File: config.mk
export PLATFORM = sky130hd
export DESIGN_NAME = lap_sector_split_timer_core
export DESIGN_NICKNAME = d
export VERILOG_FILES = /design/src/lsst_pkg.sv /design/src/lsst_in_reg.sv /design/src/lsst_engine.sv /design/src/lsst_out_reg.sv /design/src/lap_sector_split_timer_core.sv
export SDC_FILE = /design/constraint.sdc
export NUM_CORES = 1
export LEC_CHECK = 0
export BUFFER_PORTS_ARGS = -buffer_cell sky130_fd_sc_hd__buf_2
export CORE_ASPECT_RATIO = 1.1
export CORE_MARGIN = 4
export CORE_UTILIZATION = 59
export CTS_CLUSTER_DIAMETER = 120
export DETAILED_ROUTE_END_ITERATION = 8
export PLACE_DENSITY_LB_ADDON = 0.15
export SYNTH_ARGS = -nofsm -noshare
export SYNTH_HDL_FRONTEND = slang
export SYNTH_SLANG_ARGS = --single-unit
File: constraint.sdc
create_clock -name clk_i -period 10.2 [get_ports clk_i]
set_input_delay 1.53 -clock clk_i [delete_from_list [all_inputs] [get_ports clk_i]]
set_output_delay 1.53 -clock clk_i [all_outputs]
set_load 0.01 [all_outputs]
File: src/lsst_pkg.sv
// Shared types, constants and helper functions of the lap and sector split timer.
package lsst_pkg;

  // Width of the time accumulators and of the time fields on the ports.
  localparam int unsigned TIME_W      = 32;
  localparam int unsigned DELTA_W     = 16;
  localparam int unsigned COUNT_W     = 16;
  localparam int unsigned NUM_SECTORS = 3;
  localparam int unsigned SECTOR_W    = 2;

  localparam logic [SECTOR_W-1:0] LAST_SECTOR = SECTOR_W'(NUM_SECTORS - 1);
  localparam logic [TIME_W-1:0]   TIME_MAX    = {TIME_W{1'b1}};
  localparam logic [COUNT_W-1:0]  COUNT_MAX   = {COUNT_W{1'b1}};

  // Operation codes of an input word.
  typedef enum logic [1:0] {
    OP_ADVANCE  = 2'd0,
    OP_NEXT_LAP = 2'd1,
    OP_CLEAR    = 2'd2
  } lsst_op_e;

  // One input word.
  typedef struct packed {
    logic [1:0]          op;
    logic [DELTA_W-1:0]  delta_time;
    logic                boundary_crossed;
    logic [SECTOR_W-1:0] crossed_sector;
    logic                lap_finished;
  } lsst_item_t;

  // One result word.
  typedef struct packed {
    logic                sector_done;
    logic [SECTOR_W-1:0] sector_index;
    logic [TIME_W-1:0]   sector_time;
    logic                lap_done;
    logic [TIME_W-1:0]   lap_time;
    logic [TIME_W-1:0]   last_lap_time;
    logic [TIME_W-1:0]   best_lap_time;
    logic [TIME_W-1:0]   best_sector_time;
    logic [COUNT_W-1:0]  laps_done;
    logic [SECTOR_W-1:0] sector_now;
    logic [TIME_W-1:0]   total_time;
    logic                lap_held;
  } lsst_result_t;

  // Saturating add of an elapsed time onto an accumulator.
  function automatic logic [TIME_W-1:0] sat_add(input logic [TIME_W-1:0]  acc,
                                                input logic [DELTA_W-1:0] delta);
    logic [TIME_W:0] sum;
    sum = {1'b0, acc} + {{(TIME_W + 1 - DELTA_W){1'b0}}, delta};
    return sum[TIME_W] ? TIME_MAX : sum[TIME_W-1:0];
  endfunction

  // True when a new time beats a stored best, where zero means no best yet.
  function automatic logic beats_best(input logic [TIME_W-1:0] best,
                                      input logic [TIME_W-1:0] t);
    return (best == '0) || (t < best);
  endfunction

endpackage

File: src/lsst_in_reg.sv
// Input register of the split timer: holds one word until the engine consumes it.
module lsst_in_reg (
  input  logic                clk_i,
  input  logic                rst_ni,
  input  logic                in_valid_i,
  output logic                in_stall_o,
  input  lsst_pkg::lsst_item_t item_i,
  input  logic                take_i,
  output logic                vld_o,
  output lsst_pkg::lsst_item_t item_o
);
  import lsst_pkg::*;

  logic       vld_q, vld_d;
  lsst_item_t item_q;
  logic       load;

  // The register is free when empty or when its word moves on this cycle.
  assign in_stall_o = vld_q && !take_i;
  assign load       = in_valid_i && !in_stall_o;

  always_comb begin
    vld_d = vld_q;
    if (load) begin
      vld_d = 1'b1;
    end else if (take_i) begin
      vld_d = 1'b0;
    end
  end

  always_ff @(posedge clk_i or negedge rst_ni) begin
    if (!rst_ni) begin
      vld_q <= 1'b0;
    end else begin
      vld_q <= vld_d;
    end
  end

  // Payload needs no reset.
  always_ff @(posedge clk_i) begin
    if (load) begin
      item_q <= item_i;
    end
  end

  assign vld_o  = vld_q;
  assign item_o = item_q;

endmodule

File: src/lsst_engine.sv
// Timer state and the single-pass update that turns one word into one result.
module lsst_engine (
  input  logic                  clk_i,
  input  logic                  rst_ni,
  input  logic                  cfg_we_i,
  input  logic                  cfg_wdata_i,
  input  logic                  step_i,
  input  lsst_pkg::lsst_item_t  item_i,
  output lsst_pkg::lsst_result_t result_o
);
  import lsst_pkg::*;

  logic                          en_q, en_d;
  logic                          held_q, held_d;
  logic [COUNT_W-1:0]            count_q, count_d;
  logic [SECTOR_W-1:0]           exp_q, exp_d;
  logic [TIME_W-1:0]             sec_q, sec_d;
  logic [TIME_W-1:0]             lap_q, lap_d;
  logic [TIME_W-1:0]             last_q, last_d;
  logic [TIME_W-1:0]             best_lap_q, best_lap_d;
  logic [TIME_W-1:0]             total_q, total_d;
  logic [NUM_SECTORS-1:0][TIME_W-1:0] best_q, best_d;
  logic [NUM_SECTORS-1:0]        done_q, done_d;

  logic                sdone, ldone;
  logic [SECTOR_W-1:0] sidx;
  logic [TIME_W-1:0]   stime;
  logic [TIME_W-1:0]   best_sec;
  logic                commit_first;
  logic                exp_open;

  // Next state and the result word, all from the current state and one word.
  always_comb begin
    en_d       = en_q;
    held_d     = held_q;
    count_d    = count_q;
    exp_d      = exp_q;
    sec_d      = sec_q;
    lap_d      = lap_q;
    last_d     = last_q;
    best_lap_d = best_lap_q;
    total_d    = total_q;
    best_d     = best_q;
    done_d     = done_q;
    sdone      = 1'b0;
    ldone      = 1'b0;
    sidx       = '0;
    stime      = '0;
    exp_open   = 1'b0;

    // Whether the expected sector is still uncommitted.
    for (int i = 0; i < NUM_SECTORS; i++) begin
      if (exp_q == SECTOR_W'(i)) begin
        exp_open = !done_q[i];
      end
    end
    commit_first = en_q && item_i.boundary_crossed &&
                   (item_i.crossed_sector == exp_q) && exp_open;

    if (cfg_we_i) begin
      // A register write also clears the whole attempt.
      en_d       = cfg_wdata_i;
      held_d     = 1'b0;
      count_d    = '0;
      exp_d      = '0;
      sec_d      = '0;
      lap_d      = '0;
      last_d     = '0;
      best_lap_d = '0;
      total_d    = '0;
      best_d     = '0;
      done_d     = '0;
    end else if (step_i) begin
      case (item_i.op)
        OP_ADVANCE: begin
          if (!held_q) begin
            lap_d   = sat_add(lap_q, item_i.delta_time);
            total_d = sat_add(total_q, item_i.delta_time);
            if (en_q) begin
              sec_d = sat_add(sec_q, item_i.delta_time);
            end

            // Commit of the reported sector when it is the expected open one.
            if (commit_first) begin
              sdone = 1'b1;
              sidx  = item_i.crossed_sector;
              stime = sec_d;
              for (int i = 0; i < NUM_SECTORS; i++) begin
                if (item_i.crossed_sector == SECTOR_W'(i)) begin
                  done_d[i] = 1'b1;
                  if (beats_best(best_q[i], sec_d)) begin
                    best_d[i] = sec_d;
                  end
                end
              end
              sec_d = '0;
              if (item_i.crossed_sector != LAST_SECTOR) begin
                exp_d = item_i.crossed_sector + SECTOR_W'(1);
              end
            end

            if (item_i.lap_finished) begin
              // Forced commit of the last sector; it overrides the one above.
              if (en_q && !done_d[NUM_SECTORS-1] && (exp_d == LAST_SECTOR)) begin
                sdone                  = 1'b1;
                sidx                   = LAST_SECTOR;
                stime                  = sec_d;
                done_d[NUM_SECTORS-1]  = 1'b1;
                if (beats_best(best_d[NUM_SECTORS-1], sec_d)) begin
                  best_d[NUM_SECTORS-1] = sec_d;
                end
                sec_d = '0;
              end
              last_d = lap_d;
              if (beats_best(best_lap_q, lap_d)) begin
                best_lap_d = lap_d;
              end
              if (count_q != COUNT_MAX) begin
                count_d = count_q + COUNT_W'(1);
              end
              held_d = 1'b1;
              ldone  = 1'b1;
            end
          end
        end
        OP_NEXT_LAP: begin
          exp_d  = '0;
          sec_d  = '0;
          lap_d  = '0;
          done_d = '0;
          held_d = 1'b0;
        end
        OP_CLEAR: begin
          held_d     = 1'b0;
          count_d    = '0;
          exp_d      = '0;
          sec_d      = '0;
          lap_d      = '0;
          last_d     = '0;
          best_lap_d = '0;
          total_d    = '0;
          best_d     = '0;
          done_d     = '0;
        end
        default: begin
          // The unused code leaves the state alone.
        end
      endcase
    end

    // Best split of the committed sector, zero when nothing was committed.
    best_sec = '0;
    for (int i = 0; i < NUM_SECTORS; i++) begin
      if (sdone && (sidx == SECTOR_W'(i))) begin
        best_sec = best_d[i];
      end
    end
  end

  always_comb begin
    result_o.sector_done      = sdone;
    result_o.sector_index     = sidx;
    result_o.sector_time      = stime;
    result_o.lap_done         = ldone;
    result_o.lap_time         = lap_d;
    result_o.last_lap_time    = last_d;
    result_o.best_lap_time    = best_lap_d;
    result_o.best_sector_time = best_sec;
    result_o.laps_done        = count_d;
    result_o.sector_now       = exp_d;
    result_o.total_time       = total_d;
    result_o.lap_held         = held_d;
  end

  always_ff @(posedge clk_i or negedge rst_ni) begin
    if (!rst_ni) begin
      en_q       <= 1'b0;
      held_q     <= 1'b0;
      count_q    <= '0;
      exp_q      <= '0;
      sec_q      <= '0;
      lap_q      <= '0;
      last_q     <= '0;
      best_lap_q <= '0;
      total_q    <= '0;
      best_q     <= '0;
      done_q     <= '0;
    end else begin
      en_q       <= en_d;
      held_q     <= held_d;
      count_q    <= count_d;
      exp_q      <= exp_d;
      sec_q      <= sec_d;
      lap_q      <= lap_d;
      last_q     <= last_d;
      best_lap_q <= best_lap_d;
      total_q    <= total_d;
      best_q     <= best_d;
      done_q     <= done_d;
    end
  end

endmodule

File: src/lsst_out_reg.sv
// Result register of the split timer: holds one result word until it is taken.
module lsst_out_reg (
  input  logic                   clk_i,
  input  logic                   rst_ni,
  input  logic                   load_i,
  input  lsst_pkg::lsst_result_t result_i,
  output logic                   ready_o,
  output logic                   out_valid_o,
  input  logic                   out_stall_i,
  output lsst_pkg::lsst_result_t result_o
);
  import lsst_pkg::*;

  logic         vld_q, vld_d;
  lsst_result_t res_q;

  // A new word may enter when the register is empty or is read this cycle.
  assign ready_o = !vld_q || !out_stall_i;

  always_comb begin
    vld_d = vld_q;
    if (load_i) begin
      vld_d = 1'b1;
    end else if (!out_stall_i) begin
      vld_d = 1'b0;
    end
  end

  always_ff @(posedge clk_i or negedge rst_ni) begin
    if (!rst_ni) begin
      vld_q <= 1'b0;
    end else begin
      vld_q <= vld_d;
    end
  end

  always_ff @(posedge clk_i) begin
    if (load_i) begin
      res_q <= result_i;
    end
  end

  assign out_valid_o = vld_q;
  assign result_o    = res_q;

endmodule

File: src/lap_sector_split_timer_core.sv
// Top level of the lap and sector split timer.
//
//   channel  direction  handshake                accepted when
//   input    in         in_valid_i / in_stall_o  in_valid_i && !in_stall_o
//   result   out        out_valid_o / out_stall_i out_valid_o && !out_stall_i
//   config   in         cfg_we_i                 cfg_we_i
//
// Every input word gives exactly one result word: it waits in the input register,
// then passes through the update logic into the result register. A new word is
// taken every cycle while the output is not stalled.
// The state update sits between the input and result registers, so the next
// word always sees the state left by the previous one.
// Reset clears all timer state and the sector-enable register at once.
// An output stall holds the result; one more word can wait in the input register.
module lap_sector_split_timer_core (
  input  logic                           clk_i,
  input  logic                           rst_ni,
  input  logic                           cfg_we_i,
  input  logic                           cfg_wdata_i,
  input  logic                           in_valid_i,
  output logic                           in_stall_o,
  input  logic [1:0]                     op_i,
  input  logic [lsst_pkg::DELTA_W-1:0]   delta_time_i,
  input  logic                           boundary_crossed_i,
  input  logic [lsst_pkg::SECTOR_W-1:0]  crossed_sector_i,
  input  logic                           lap_finished_i,
  output logic                           out_valid_o,
  input  logic                           out_stall_i,
  output logic                           sector_done_o,
  output logic [lsst_pkg::SECTOR_W-1:0]  sector_index_o,
  output logic [lsst_pkg::TIME_W-1:0]    sector_time_o,
  output logic                           lap_done_o,
  output logic [lsst_pkg::TIME_W-1:0]    lap_time_o,
  output logic [lsst_pkg::TIME_W-1:0]    last_lap_time_o,
  output logic [lsst_pkg::TIME_W-1:0]    best_lap_time_o,
  output logic [lsst_pkg::TIME_W-1:0]    best_sector_time_o,
  output logic [lsst_pkg::COUNT_W-1:0]   laps_done_o,
  output logic [lsst_pkg::SECTOR_W-1:0]  sector_now_o,
  output logic [lsst_pkg::TIME_W-1:0]    total_time_o,
  output logic                           lap_held_o
);
  import lsst_pkg::*;

  lsst_item_t   item_in, item_q;
  lsst_result_t result_d, result_q;
  logic         item_vld, out_ready, step;

  // Gather the input fields into one word.
  always_comb begin
    item_in.op               = op_i;
    item_in.delta_time       = delta_time_i;
    item_in.boundary_crossed = boundary_crossed_i;
    item_in.crossed_sector   = crossed_sector_i;
    item_in.lap_finished     = lap_finished_i;
  end

  assign step = item_vld && out_ready;

  lsst_in_reg u_in_reg (
    .clk_i      (clk_i),
    .rst_ni     (rst_ni),
    .in_valid_i (in_valid_i),
    .in_stall_o (in_stall_o),
    .item_i     (item_in),
    .take_i     (step),
    .vld_o      (item_vld),
    .item_o     (item_q)
  );

  lsst_engine u_engine (
    .clk_i       (clk_i),
    .rst_ni      (rst_ni),
    .cfg_we_i    (cfg_we_i),
    .cfg_wdata_i (cfg_wdata_i),
    .step_i      (step),
    .item_i      (item_q),
    .result_o    (result_d)
  );

  lsst_out_reg u_out_reg (
    .clk_i       (clk_i),
    .rst_ni      (rst_ni),
    .load_i      (step),
    .result_i    (result_d),
    .ready_o     (out_ready),
    .out_valid_o (out_valid_o),
    .out_stall_i (out_stall_i),
    .result_o    (result_q)
  );

  // Spread the result word onto the output ports.
  assign sector_done_o      = result_q.sector_done;
  assign sector_index_o     = result_q.sector_index;
  assign sector_time_o      = result_q.sector_time;
  assign lap_done_o         = result_q.lap_done;
  assign lap_time_o         = result_q.lap_time;
  assign last_lap_time_o    = result_q.last_lap_time;
  assign best_lap_time_o    = result_q.best_lap_time;
  assign best_sector_time_o = result_q.best_sector_time;
  assign laps_done_o        = result_q.laps_done;
  assign sector_now_o       = result_q.sector_now;
  assign total_time_o       = result_q.total_time;
  assign lap_held_o         = result_q.lap_held;

endmodule

==> results.py <==
metrics = {
    "cts": {
        "cts_resized": 0,
        "numCtsBuffers": 53,
        "clk_pin_slew_ps": 70,
        "hold_buffers": 0,
        "clock_path_buffers": 3,
        "cts_root_buf": "clkbuf_16",
        "cts_tree": "built",
        "h-tree-depth": 2,
        "insertion_delay_ps": 630,
        "postCtsSetupRepairBufs": 0,
        "cts.sinks": 518,
    },
    "worst_hold_path": {
        "holdCritPathClass": "flop to flop",
        "hold_depth": 1,
    },
    "grt": {
        "grt_first_pass_wirelength_um": 156000,
        "grt_max_degree": 144,
        "track_usage_pct": 39.5,
        "first_global_vias": 25000,
        "gr-total-overflow": 0,
        "antenna_found_initial": 4,
    },
    "critical_path": {
        "cp_max_fo": 54,
        "cp_slowest_cell": "or4b_2",
        "cp.required_ps": 10580,
        "arrival_ps": 8890,
        "cp_slowest_stage_delay_ps": 700,
        "crit_type": "flop to flop",
        "start_kind": "flop",
        "r2r_cells": 30,
        "end_kind": "flop",
    },
    "yosys": {
        "syn_inst": 2835,
        "synthArstFlopShare_pct": 54.2,
        "ys_warn_count": 0,
        "syn_area_per_cell_um2": 10.1,
        "synth_edf_count": 237,
        "synth.distinct_cells": 95,
        "syn-num-nets": 3073,
        "synth_seq_cells": 518,
        "synthFlopType": "dfrtp_1",
        "yosysSeqAreaShare_pct": 49.5,
        "synth_area_um2": 28600,
    },
    "place": {
        "place_area_um2": 30900,
        "dpl.hpwl_um": 75200,
        "post-place-ws_ps": 1830,
        "io_buffers": 244,
        "dp_cells": 3686,
        "gp_congestion": 1.03,
    },
    "sta": {
        "worst_pin_slew_ps": 1220,
        "finalHoldViolations": 0,
        "skew_ps": 19.2,
        "rsz0062_at_grt": "no",
        "fin_ws_ps": 1690,
        "finalCritPeriodShare_pct": 83.5,
        "fmax_mhz": 117,
        "drv_slew": 0,
        "setup_tns_ps": 0,
        "finalSetupViolations": 0,
        "holdWs_ps": 497,
        "relSlewSlack_pct": 18.8,
        "period_needed_ps": 8510,
    },
    "pwr": {
        "ir_worst_vdd_mv": 0.205,
        "power_leakage_nw": 14.6,
        "finalPower_mw": 5.15,
        "p_per_area_nw_per_um2": 158,
    },
    "run": {
        "drv_cap": 0,
    },
    "die": {
        "start_util_pct": 59.7,
        "dieArea_um2": 52000,
        "die_w_um": 218,
        "die_h_um": 239,
        "rows": 84,
        "coreArea_um2": 47800,
        "io_pins": 245,
    },
    "finish": {
        "fillers": 3695,
        "stdcell_count": 3788,
        "post-route-util_pct": 68.3,
        "area_growth_syn_to_layout_pct": 14.3,
        "drive_gt1_share_pct": 14.9,
        "final_cell_area_um2": 32700,
        "fin_nets": 3334,
    },
    "drt": {
        "wl_per_cell_um": 27.6,
        "num_vias": 25500,
        "ant_nets": 0,
        "first_pass_iters": 6,
        "drc_errors": 0,
        "first_iter_violations": 3074,
        "vias_per_cell": 6.72,
        "routed_wl_um": 105000,
    },
    "run_status": {
        "outcome": "complete, no violations",
    },
}
-- state kept, by name (all words and copies together) (netlist names) --
name and cells:
u_out_reg.result_o 215, u_engine.best_q 96, u_engine.best_lap_q 32, u_engine.lap_q 32
u_engine.last_q 32, u_engine.sec_q 32, u_engine.total_q 32, u_in_reg.item_o 22
u_engine.count_q 16, u_engine.done_q 3, u_engine.exp_q 2, u_engine.en_q 1
u_engine.held_q 1, u_in_reg.vld_o 1, u_out_reg.out_valid_o 1
-- worst max-delay path, delay by kind of cell, from the launching register on --
family          cells  cell delay (ps)
flops               1              430
mux                 2              310
compound gates     13             3270
buf+inv             4             1000
simple gates        7             1780
fa+ha+maj           4             1420
-- cells by family after synthesis --
group | count (synthesis) | share of synthesized area [%]
and+or+nand+nor | 842 | 13.9
muxes | 52 | 1.85
buffers and inverters | 361 | 4.87
xor gates and xnor gates | 41 | 1.26
adders and majority gates | 210 | 9.27
AOI/OAI and AO/OA | 811 | 19.3
DFF | 518 | 49.5
-- cells in the mapped netlist, drive strengths merged (18+ instances only) --
cell / instances / share of area [%]
a21oi: 159 / 2.8
nor4: 50 / 1.1
and2: 19 / 0.42
edfxtp: 237 / 25
nand2: 236 / 3.1
o21ai: 191 / 3.3
nand3: 57 / 1.1
a22o: 82 / 2.5
xnor2: 26 / 0.80
inv: 238 / 3.1
dfrtp: 281 / 25
clkbuf: 103 / 1.4
a21o: 63 / 1.7
a22oi: 90 / 2.4
buf: 18 / 0.36
nand2b: 20 / 0.44
mux2i: 48 / 1.7
nor2b: 27 / 0.59
nor3: 45 / 0.81
ha: 207 / 9.1
nand4: 48 / 1.1
and3: 31 / 0.68
a211oi: 24 / 0.65
a31oi: 26 / 0.62
o21a: 21 / 0.55
nor2: 263 / 3.5
-- placed cells by master (no fill, tap or decap), types with 10 or more instances in the layout --
cell type    n
clkbuf_16   54
o31ai_1     10
a21o_1      63
clkbuf_1    10
a211oi_1    23
nor2b_1     27
a21oi_1    153
a31oi_1     25
o21a_1      21
nor4_1      50
a22o_1      82
o21ai_1     18
buf_2      242
nand3_1     55
dfrtp_1    281
nand4_1     48
a22oi_1     90
o21bai_1    12
edfxtp_1   237
mux2i_1     47
nand2_1    236
inv_1      234
and2_1      16
nand2b_1    20
a221o_1     14
nor2_1     259
buf_4       82
xor2_1      15
and3_1      30
o21ai_0    171
nor3_1      42
xnor2_1     26
ha_1       207
o211ai_1    10
-- area by class of cell --
class	instances	area [um2]	area share (%)
well taps	645	807	2.47
diodes	3	7.51	0.0230
clock buffers	67	1430	4.38
inverters	240	908	2.78
multi-input cells	1956	13100	40.1
clock inverters	32	370	1.13
repair buffers	327	1880	5.76
flip-flops and latches	518	14100	43.3
-- metal layers --
layer / up-vias / GRT usage [%] / share of wire [%]
met3: 419 / 8.10 / 9.2
met4: 8 / 24.4 / 7.9
met5: - / 0 / 0.044
met2: 1662 / 63.9 / 46
li1: 11000 / - / -
met1: 12400 / 48.9 / 37
-- where the power goes --
group / total (mW) / switching (mW) / internal (mW)
clock: 2.05 / 0.893 / 1.16
combinational: 0.788 / 0.549 / 0.239
sequential: 2.31 / 0.0434 / 2.27
-- final timing paths --
check                                                         end  slack, ps                         start
worst max-delay path             u_out_reg.result_o[70]$_DFFE_PP_       1690  u_in_reg.item_o[4]$_DFFE_PP_
worst min-delay path            u_out_reg.out_valid_o$_DFFE_PN0P_        500    u_in_reg.vld_o$_DFFE_PN0P_
worst max register to register   u_out_reg.result_o[70]$_DFFE_PP_       1690  u_in_reg.item_o[4]$_DFFE_PP_
worst min register to register  u_out_reg.out_valid_o$_DFFE_PN0P_        500    u_in_reg.vld_o$_DFFE_PN0P_
max in group asynchronous           u_engine.total_q[4]$_DFF_PN0_       6990                        rst_ni
min in group asynchronous            u_engine.last_q[8]$_DFF_PN0_        920                        rst_ni
Power figures use the tool's default switching activity.
